==> src/design/pbs_pkg.sv <==
// Shared types, codes and constants for the packed bit-field store.
`default_nettype none
package pbs_pkg;

   localparam int STORE_BITS_DEF = 2048;

   localparam logic [1:0] FUNC_READ8   = 2'd0;
   localparam logic [1:0] FUNC_WRITE8  = 2'd1;
   localparam logic [1:0] FUNC_READ32  = 2'd2;
   localparam logic [1:0] FUNC_WRITE32 = 2'd3;

   typedef struct packed {
      logic [1:0]  func;
      logic [10:0] start_bit;
      logic [10:0] end_bit;
      logic [31:0] write_value;
   } pbs_req_type;

   typedef struct packed {
      logic [31:0] read_value;
      logic        error;
   } pbs_rsp_type;

   typedef struct packed {
      logic clear;
      logic load;
      logic issue;
      logic finish;
   } pbs_cmd_type;

   typedef struct packed {
      logic clr_last;
      logic err;
      logic last_issue;
   } pbs_status_type;

endpackage
`default_nettype wire

==> src/design/pbs_ram.sv <==
// Generic simple dual-port RAM, one write and one registered read per cycle.
`default_nettype none
module pbs_ram #(
   parameter int WIDTH = 8,
   parameter int DEPTH = 256
) (
   input  wire logic                     clock,
   input  wire logic                     wr_en,
   input  wire logic [$clog2(DEPTH)-1:0] wr_addr,
   input  wire logic [WIDTH-1:0]         wr_data,
   input  wire logic                     rd_en,
   input  wire logic [$clog2(DEPTH)-1:0] rd_addr,
   output logic      [WIDTH-1:0]         rd_data
);

   logic [WIDTH-1:0] mem [DEPTH];
   logic [WIDTH-1:0] rd_data_ff;

   always_ff @(posedge clock) begin
      if (wr_en) begin
         mem[wr_addr] <= wr_data;
      end
      if (rd_en) begin
         rd_data_ff <= mem[rd_addr];
      end
   end

   assign rd_data = rd_data_ff;

endmodule
`default_nettype wire

==> src/design/pbs_ctrl.sv <==
// Sequencer for the packed bit-field store: clear sweep, byte walk, result hand-off.
`default_nettype none
module pbs_ctrl (
   input  wire logic                   clock,
   input  wire logic                   reset,
   input  wire logic                   req_valid,
   output logic                        req_ready,
   output logic                        rsp_valid,
   input  wire logic                   rsp_ready,
   output pbs_pkg::pbs_cmd_type        cmd,
   input  wire pbs_pkg::pbs_status_type status
);

   localparam logic [2:0] ST_CLEAR = 3'd0;
   localparam logic [2:0] ST_IDLE  = 3'd1;
   localparam logic [2:0] ST_RUN   = 3'd2;
   localparam logic [2:0] ST_DRAIN = 3'd3;
   localparam logic [2:0] ST_FIN   = 3'd4;

   logic [2:0] state_ff, state_in;
   logic       rsp_valid_ff, rsp_valid_in;
   logic       out_free;

   assign out_free = !rsp_valid_ff || rsp_ready;

   always_comb begin
      state_in = state_ff;
      cmd      = '0;
      unique case (state_ff)
         ST_CLEAR: begin
            cmd.clear = 1'b1;
            if (status.clr_last) begin
               state_in = ST_IDLE;
            end
         end
         ST_IDLE: begin
            if (req_valid) begin
               cmd.load = 1'b1;
               state_in = ST_RUN;
            end
         end
         ST_RUN: begin
            if (status.err) begin
               state_in = ST_FIN;
            end else begin
               cmd.issue = 1'b1;
               if (status.last_issue) begin
                  state_in = ST_DRAIN;
               end
            end
         end
         ST_DRAIN: begin
            // last read byte lands and is merged this cycle
            state_in = ST_FIN;
         end
         ST_FIN: begin
            if (out_free) begin
               cmd.finish = 1'b1;
               state_in   = ST_IDLE;
            end
         end
         default: begin
            state_in = ST_CLEAR;
         end
      endcase
   end

   always_comb begin
      rsp_valid_in = rsp_valid_ff;
      if (cmd.finish) begin
         rsp_valid_in = 1'b1;
      end else if (rsp_ready) begin
         rsp_valid_in = 1'b0;
      end
   end

   always_ff @(posedge clock) begin
      if (reset) begin
         state_ff     <= ST_CLEAR;
         rsp_valid_ff <= 1'b0;
      end else begin
         state_ff     <= state_in;
         rsp_valid_ff <= rsp_valid_in;
      end
   end

   assign req_ready = (state_ff == ST_IDLE);
   assign rsp_valid = rsp_valid_ff;

endmodule
`default_nettype wire

==> src/design/pbs_dp.sv <==
// Datapath: request decode, byte window gather, field merge and result register.
`default_nettype none
module pbs_dp #(
   parameter int STORE_BITS = pbs_pkg::STORE_BITS_DEF
) (
   input  wire logic                   clock,
   input  wire logic                   reset,
   input  wire pbs_pkg::pbs_req_type   req_data,
   output pbs_pkg::pbs_rsp_type        rsp_data,
   input  wire pbs_pkg::pbs_cmd_type   cmd,
   output pbs_pkg::pbs_status_type     status
);

   localparam int DEPTH = STORE_BITS / 8;
   localparam int AW    = $clog2(DEPTH);
   localparam int IW    = (AW > 8) ? AW : 8;

   // decode of the incoming item
   logic [10:0] span_c;
   logic        err8_c, err32_c, is32_c, err_c, wr_c;
   logic [5:0]  width_c;
   logic [2:0]  shift_c;
   logic [5:0]  reach_c;
   logic [2:0]  n_c;
   logic [31:0] wm_c;
   logic [39:0] mask_c, data_c;

   // per-item registers
   logic          err_ff, wr_ff;
   logic [2:0]    shift_ff, n_ff;
   logic [31:0]   wm_ff;
   logic [39:0]   mask_ff, data_ff, window_ff;
   logic [IW-1:0] first_ff;
   logic [2:0]    k_ff, kd_ff;
   logic          pend_ff;
   logic [AW-1:0] clr_addr_ff;
   pbs_pkg::pbs_rsp_type rsp_ff;

   // memory side
   logic          ram_we;
   logic [AW-1:0] ram_wa, ram_ra;
   logic [7:0]    ram_wd, ram_rd;
   logic [7:0]    mask_b, data_b, merged_b;
   logic [39:0]   shifted;

   function automatic pbs_pkg::pbs_rsp_type rsp_data_next();
      pbs_pkg::pbs_rsp_type r;
      r.error      = err_ff;
      r.read_value = (err_ff || wr_ff) ? 32'd0 : (shifted[31:0] & wm_ff);
      return r;
   endfunction

   always_comb begin
      span_c  = req_data.end_bit - req_data.start_bit;
      is32_c  = (req_data.func == pbs_pkg::FUNC_READ32) ||
                (req_data.func == pbs_pkg::FUNC_WRITE32);
      wr_c    = (req_data.func == pbs_pkg::FUNC_WRITE8) ||
                (req_data.func == pbs_pkg::FUNC_WRITE32);
      err8_c  = (req_data.end_bit < req_data.start_bit) || (span_c > 11'd7) ||
                (32'(req_data.end_bit) >= 32'(STORE_BITS));
      err32_c = (32'(req_data.start_bit) + 32'd31) >= 32'(STORE_BITS);
      err_c   = is32_c ? err32_c : err8_c;
      width_c = is32_c ? 6'd32 : (6'(span_c[2:0]) + 6'd1);
      shift_c = req_data.start_bit[2:0];
      reach_c = 6'(shift_c) + width_c - 6'd1;
      n_c     = 3'(reach_c >> 3) + 3'd1;
      wm_c    = (width_c == 6'd32) ? 32'hffff_ffff : ((32'd1 << width_c) - 32'd1);
      mask_c  = {8'd0, wm_c} << shift_c;
      data_c  = ({8'd0, req_data.write_value} << shift_c) & mask_c;
   end

   always_ff @(posedge clock) begin
      if (cmd.load) begin
         err_ff   <= err_c;
         wr_ff    <= wr_c;
         shift_ff <= shift_c;
         n_ff     <= n_c;
         wm_ff    <= wm_c;
         mask_ff  <= mask_c;
         data_ff  <= data_c;
         first_ff <= IW'(req_data.start_bit >> 3);
      end
      if (cmd.load) begin
         window_ff <= '0;
      end else if (pend_ff) begin
         window_ff[{kd_ff, 3'b000} +: 8] <= ram_rd;
      end
      if (cmd.issue) begin
         kd_ff <= k_ff;
      end
      if (cmd.finish) begin
         rsp_ff <= rsp_data_next();
      end
   end

   assign shifted = window_ff >> shift_ff;

   always_ff @(posedge clock) begin
      if (reset) begin
         k_ff        <= '0;
         pend_ff     <= 1'b0;
         clr_addr_ff <= '0;
      end else begin
         pend_ff <= cmd.issue;
         if (cmd.load) begin
            k_ff <= '0;
         end else if (cmd.issue) begin
            k_ff <= k_ff + 3'd1;
         end
         if (cmd.clear) begin
            clr_addr_ff <= clr_addr_ff + AW'(1);
         end
      end
   end

   // merge the returning byte with the field bits; writes put it straight back
   always_comb begin
      mask_b   = mask_ff[{kd_ff, 3'b000} +: 8];
      data_b   = data_ff[{kd_ff, 3'b000} +: 8];
      merged_b = (ram_rd & ~mask_b) | data_b;
      if (cmd.clear) begin
         ram_we = 1'b1;
         ram_wa = clr_addr_ff;
         ram_wd = 8'd0;
      end else begin
         ram_we = pend_ff && wr_ff;
         ram_wa = AW'(first_ff + IW'(kd_ff));
         ram_wd = merged_b;
      end
      ram_ra = AW'(first_ff + IW'(k_ff));
   end

   pbs_ram #(
      .WIDTH (8),
      .DEPTH (DEPTH)
   ) u_store (
      .clock   (clock),
      .wr_en   (ram_we),
      .wr_addr (ram_wa),
      .wr_data (ram_wd),
      .rd_en   (cmd.issue),
      .rd_addr (ram_ra),
      .rd_data (ram_rd)
   );

   assign status.clr_last   = (clr_addr_ff == AW'(DEPTH - 1));
   assign status.err        = err_ff;
   assign status.last_issue = (k_ff == (n_ff - 3'd1));
   assign rsp_data          = rsp_ff;

endmodule
`default_nettype wire

==> src/design/packed_bitfield_store.sv <==
// Top level of the packed bit-field store: sequencer, datapath and byte RAM.
//
//  channel | ports                          | direction
//  --------+--------------------------------+----------
//  request | req_valid req_ready req_data   | in
//  result  | rsp_valid rsp_ready rsp_data   | out
//
// An item reads the n bytes it touches (1 or 2 for 8-bit fields, 4 or 5 for
// 32-bit); a refused item reads none and goes straight to its result.
// The single RAM read port walks the bytes one per cycle; writes merge each byte
// in the cycle after its read, on the write port.
// After reset the store is swept to zero byte by byte, with req_ready low.
// A result waiting on rsp_ready does not stop the next item being accepted.
`default_nettype none
module packed_bitfield_store #(
   parameter int STORE_BITS = pbs_pkg::STORE_BITS_DEF
) (
   input  wire logic                 clock,
   input  wire logic                 reset,
   input  wire logic                 req_valid,
   output logic                      req_ready,
   input  wire pbs_pkg::pbs_req_type req_data,
   output logic                      rsp_valid,
   input  wire logic                 rsp_ready,
   output pbs_pkg::pbs_rsp_type      rsp_data
);

   pbs_pkg::pbs_cmd_type    cmd;
   pbs_pkg::pbs_status_type status;

   pbs_ctrl u_ctrl (
      .clock     (clock),
      .reset     (reset),
      .req_valid (req_valid),
      .req_ready (req_ready),
      .rsp_valid (rsp_valid),
      .rsp_ready (rsp_ready),
      .cmd       (cmd),
      .status    (status)
   );

   pbs_dp #(
      .STORE_BITS (STORE_BITS)
   ) u_dp (
      .clock    (clock),
      .reset    (reset),
      .req_data (req_data),
      .rsp_data (rsp_data),
      .cmd      (cmd),
      .status   (status)
   );

endmodule
`default_nettype wire

==> config.mk <==
export PLATFORM = sky130hd
export DESIGN_NAME = packed_bitfield_store
export DESIGN_NICKNAME = d
export VERILOG_FILES = /design/src/design/pbs_pkg.sv /design/src/design/pbs_ram.sv /design/src/design/pbs_ctrl.sv /design/src/design/pbs_dp.sv /design/src/design/packed_bitfield_store.sv
export SDC_FILE = /design/constraint.sdc
export NUM_CORES = 2
export LEC_CHECK = 0
export BUFFER_PORTS_ARGS = -buffer_cell sky130_fd_sc_hd__buf_2
export CORE_MARGIN = 8
export CORE_UTILIZATION = 40
export DETAILED_ROUTE_END_ITERATION = 7
export PLACE_DENSITY = 0.66
export SYNTH_ARGS = -nofsm -noshare
export SYNTH_HDL_FRONTEND = slang
export SYNTH_SLANG_ARGS = --single-unit
export TNS_END_PERCENT = 10
==> constraint.sdc <==
create_clock -name clock -period 32.1 [get_ports clock]
set_input_delay 4.815 -clock clock [delete_from_list [all_inputs] [get_ports clock]]
set_output_delay 4.815 -clock clock [all_outputs]
set_load 0.05 [all_outputs]
==> results.md <==
- The critical path starts at req_data[44].
- The number of antenna violations at the first check in global routing is 4.
- The area of the mapped netlist is between 90,000 and 100,000 um^2.
- The worst-case IR drop observed on VDD is 0.0000568 V.
- In the global route stage, overall resource usage came out at 18.0%.
- The analysis attributes to cell leakage a power of 31.9 nW.
- The number of gates resized after CTS was 0.
- The number of global-route vias before repair is 48,400.
- Setup repair after global routing left no endpoint under its margin.
- The number of port buffers is 94.
- Based on the critical path, the design can be clocked at up to 103 MHz.
- The buffer levels on the longest clock path is 3.
- The minimum clock period after layout is 9.67 ns.
- The endpoint of the lowest-slack register-to-register path is u_dp.u_store.rd_data[7]$_DFFE_PP_.
- The peak per-stage delay on the critical path is 0.64 ns.
- The count of hold buffers inserted by post-cts repair is 0.
- The worst flop-to-flop path startpoint is u_dp.first_ff[0]$_DFFE_PP_.
- The power per cell area is 56.5 nW/um^2.
- The number of rows in the core area is approximately 180.
- The checks that failed: DRC, capacitance limit, slew limit.
- After the last flow step, the layout net total stands at between 5,000 and 6,000.
- The residual overflow from global routing is 0.
- The synthesized netlist cell count is 5,147.
- The core region is 232,000 um^2.
- After clock tree synthesis, the clock-pin slew on the worst setup and hold paths is ~0.070 ns.
- The fraction of registers with async set or reset after synthesis is 0%.
- Entering global routing, the biggest net connects 220 pins.
- The weighted congestion reported at the end of routability-driven placement is approximately 0.9.
- The met1 track demand over resource in global routing is approximately 25%.
- The later-pin clock latency in the skew report is about 0.86 ns.
- Setup violations remaining at the end of the flow were counted as 0.
- For the pin with the worst max-slew slack, the measured transition is 1.51 ns.
- The critical path endpoint category is a register.
- For met3 alone, demand over resource in global routing was 3.54%.
- TritonCTS built the clock tree.
- The share of the clock period used by the worst path after layout is 30.1%.
- The routed wire length is roughly 230,000 um.
- The die outline area is 248,000 um^2.
- The routed wirelength normalized by instance count is 27.4 um.
- In the routed design, unresolved DRC markers number 7.
- In this run the count of I/O pins placed on the die edge is 95.
- The via-per-instance ratio is 5.87.
- The worst setup path is of the input port to register kind.
- The clock tree synthesis step divided the H-tree into 4 levels.
- The final setup skew is slightly above 0.03 ns.
- The number of nets with antenna violations after detailed routing is 0.
- The die span in x is between 400 and 500 um.
- The worst hold path belongs to the class register to register.
- The die is ~500 um tall.
- The flop and latch count out of synthesis is 2,272.
- The clock net in this run drives a total of 2,272 sinks.
- After global routing, the most crowded layer is met2.
- The post-synth net total is 5,245.
- The type of origin of the critical path is an input port.
- For the worst setup path, the data required time is between 30 and 40 ns.
- Of all nets on the critical path, the largest fanout is 79.
- The startpoint of the worst hold path is u_dp.window_ff[37]$_SDFFE_PP0P_.
- For this design, the slowest cell found on the critical path is sky130_fd_sc_hd__buf_4.
- The arrival time at the worst endpoint is 10.29 ns.
- The accumulated negative setup slack is 0 ns.
- The layout cell share with drive strength beyond 1 is between 20 and 25%.
- The number of cells on the worst reg-to-reg path is 10.
- The setup check on the worst reg-to-reg path leaves a slack of 24.81 ns.
- The area growth from synthesis to layout is 11.1%.
- In this run, synthesis inferred 2,217 flip-flops with an integrated enable.
- The initial core utilization is 40.1%.
- In the global route stage, met2 resource usage came out at 28.0%.
- The average cell area after synthesis is about 18 um^2.
- The clock tree root buffer cell is sky130_fd_sc_hd__clkbuf_16.
- The first-pass GRT wire length is roughly 340,000 um.
- The sum of net half-perimeters after detailed placement is 136,000 um.
- Post-CTS timing repair inserted 0 buffers for setup.
- The critical path endpoint is u_dp.data_ff[15]$_DFFE_PP_.
- The first-pass iteration count of the detailed router is 8.
- Once layout is complete, the utilization of the core stands at ~45%.
- The number of maximum-capacitance constraint violations is 1.
- In this run the tightest slew margin relative to its limit is -1.37%.
- The final route contains 49,500 vias.
- The final standard cell count with taps included and fillers excluded is 8,433.
- In the synthesized netlist the dominant register cell turns out to be sky130_fd_sc_hd__edfxtp_1.
- For this run, the register share of the synthesized area comes to 72.8%.
- The warning count from the yosys run is 0.
- Traced cell by cell, the critical path runs through buf_2 -> buf_4 -> clkinv_1 -> buf_4 -> fa_1 -> ha_1 -> a21oi_1 -> and3_1 -> inv_1 -> ha_1 -> inv_1 -> nand2_1 -> xnor2_1 -> a221oi_1 -> o2bb2ai_1 -> a211oi_1 -> mux2_2.
- The violation count after the first detailed-route iteration is 6,512.
- Counting the buffers created by CTS gives 214.
- Yosys mapped the design onto 88 distinct sky130hd cell types.
- The max-slew violation total from the final report is 3.
- The final-report hold violation count is 0.
- The flow ran to the end, but the final reports show violations.
- Counting tap cells, the placed design contains a total of 8,039 instances.
## layout make-up
type | instances | area, um^2
timing repair buffer | 182 | 1220
inverter | 50 | 188
clock buffer | 273 | 5650
fill | 19500 | 129000
multi-input combinational | 2492 | 23700
clock inverter | 119 | 1050
antenna | 2 | 5.00
sequential | 2272 | 67700
tap | 3043 | 3810
## kinds of logic (layout without fill, tap and decap cells)
logic type | Yosys count | after routing | synth area share [%]
compound gates | 523 | 523 | 3.99
xor+xnor | 42 | 42 | 0.448
fa+ha+maj | 38 | 38 | 0.536
buf+inv | 383 | 624 | 1.95
flops | 2272 | 2272 | 72.8
mux | 707 | 707 | 14.9
other cells | 1 | 3 | 0.00403
simple gates | 1181 | 1181 | 5.35
## cells in the final DEF (no fill, tap or decap), drive strengths merged, types with 42 or more instances in the layout
cell type     n
nand2       480
a21oi        93
nor2        433
inv          57
mux2i       130
and3         44
nand3       104
dfxtp        55
edfxtp     2217
mux4        541
and2         44
o21ai        85
buf         182
clkinv       93
a31oi        42
clkbuf      273
## cell usage after synthesis, types with 44 or more instances
master                     count  area (um^2)
sky130_fd_sc_hd__and3_1       44          275
sky130_fd_sc_hd__nand3_1     103          515
sky130_fd_sc_hd__edfxtp_1   2217        66600
sky130_fd_sc_hd__clkbuf_1    182          683
sky130_fd_sc_hd__buf_2        69          345
sky130_fd_sc_hd__a21oi_1      92          460
sky130_fd_sc_hd__nand2_1     480         1800
sky130_fd_sc_hd__inv_1        44          165
sky130_fd_sc_hd__o21ai_0      82          410
sky130_fd_sc_hd__mux2i_1     130         1300
sky130_fd_sc_hd__mux4_2      541        12200
sky130_fd_sc_hd__dfxtp_1      55         1100
sky130_fd_sc_hd__nor2_1      430         1610
## worst min-delay path by stage
stage	cells after the start	endpoint	slack, ns
detailed placement	2	u_dp.window_ff[37]$_SDFFE_PP0P_	0.50
global route	2	u_dp.window_ff[37]$_SDFFE_PP0P_	0.53
floorplan	2	u_dp.window_ff[0]$_SDFFE_PP0P_	0.46
finish	2	u_dp.window_ff[37]$_SDFFE_PP0P_	0.51
global placement	2	u_dp.window_ff[37]$_SDFFE_PP0P_	0.48
CTS	2	u_dp.window_ff[37]$_SDFFE_PP0P_	0.52
## sequential cells by signal, indices dropped and copies added (netlist names), 8 cells and up
register / cells
u_dp.wm_ff: 31
u_dp.clr_addr_ff: 8
u_dp.u_store.mem: 2048
u_dp.data_ff: 39
u_dp.u_store.rd_data: 8
u_dp.first_ff: 8
u_dp.window_ff: 39
u_dp.rsp_data: 33
u_dp.mask_ff: 39
## where the power goes
group,leakage [nW],switching (W),internal (W)
combinational,8.93,0.0000964,0.0000538
sequential,19.7,0.0000105,0.00323
clock,3.27,0.00110,0.00136
## stage by stage
stage          hold WS, ns  setup slack [ns]  area (um^2)  total power, W
3_5_place_dp         0.500             21.72        96600         0.00345
3_3_place_gp         0.479             21.80        96600         0.00344
5_1_grt              0.526             22.12       103000         0.00599
2_1_floorplan        0.460             21.98        93000         0.00340
6_report             0.509             22.43       103000         0.00584
4_1_cts              0.516             22.64       103000         0.00587
## metal layers
| layer | routed length (um) | vias to the layer above |
|---|---|---|
| met2 | 107000 | 2472 |
| li1 | - | 20800 |
| met1 | 95100 | 25900 |
| met3 | 20600 | 396 |
| met4 | 8100 | 0 |
| met5 | 0 | - |
## critical path: cells and delay by family
family                   cells  cell delay, ns
AND/OR/NAND/NOR              2            0.42
XOR/XNOR                     1            0.16
AO/OA/AOI/OAI                4            1.31
multiplexers                 1            0.33
buffers and inverters        6            1.68
adder cells (fa/ha/maj)      3            1.51
(Power assumes the default switching activity.)
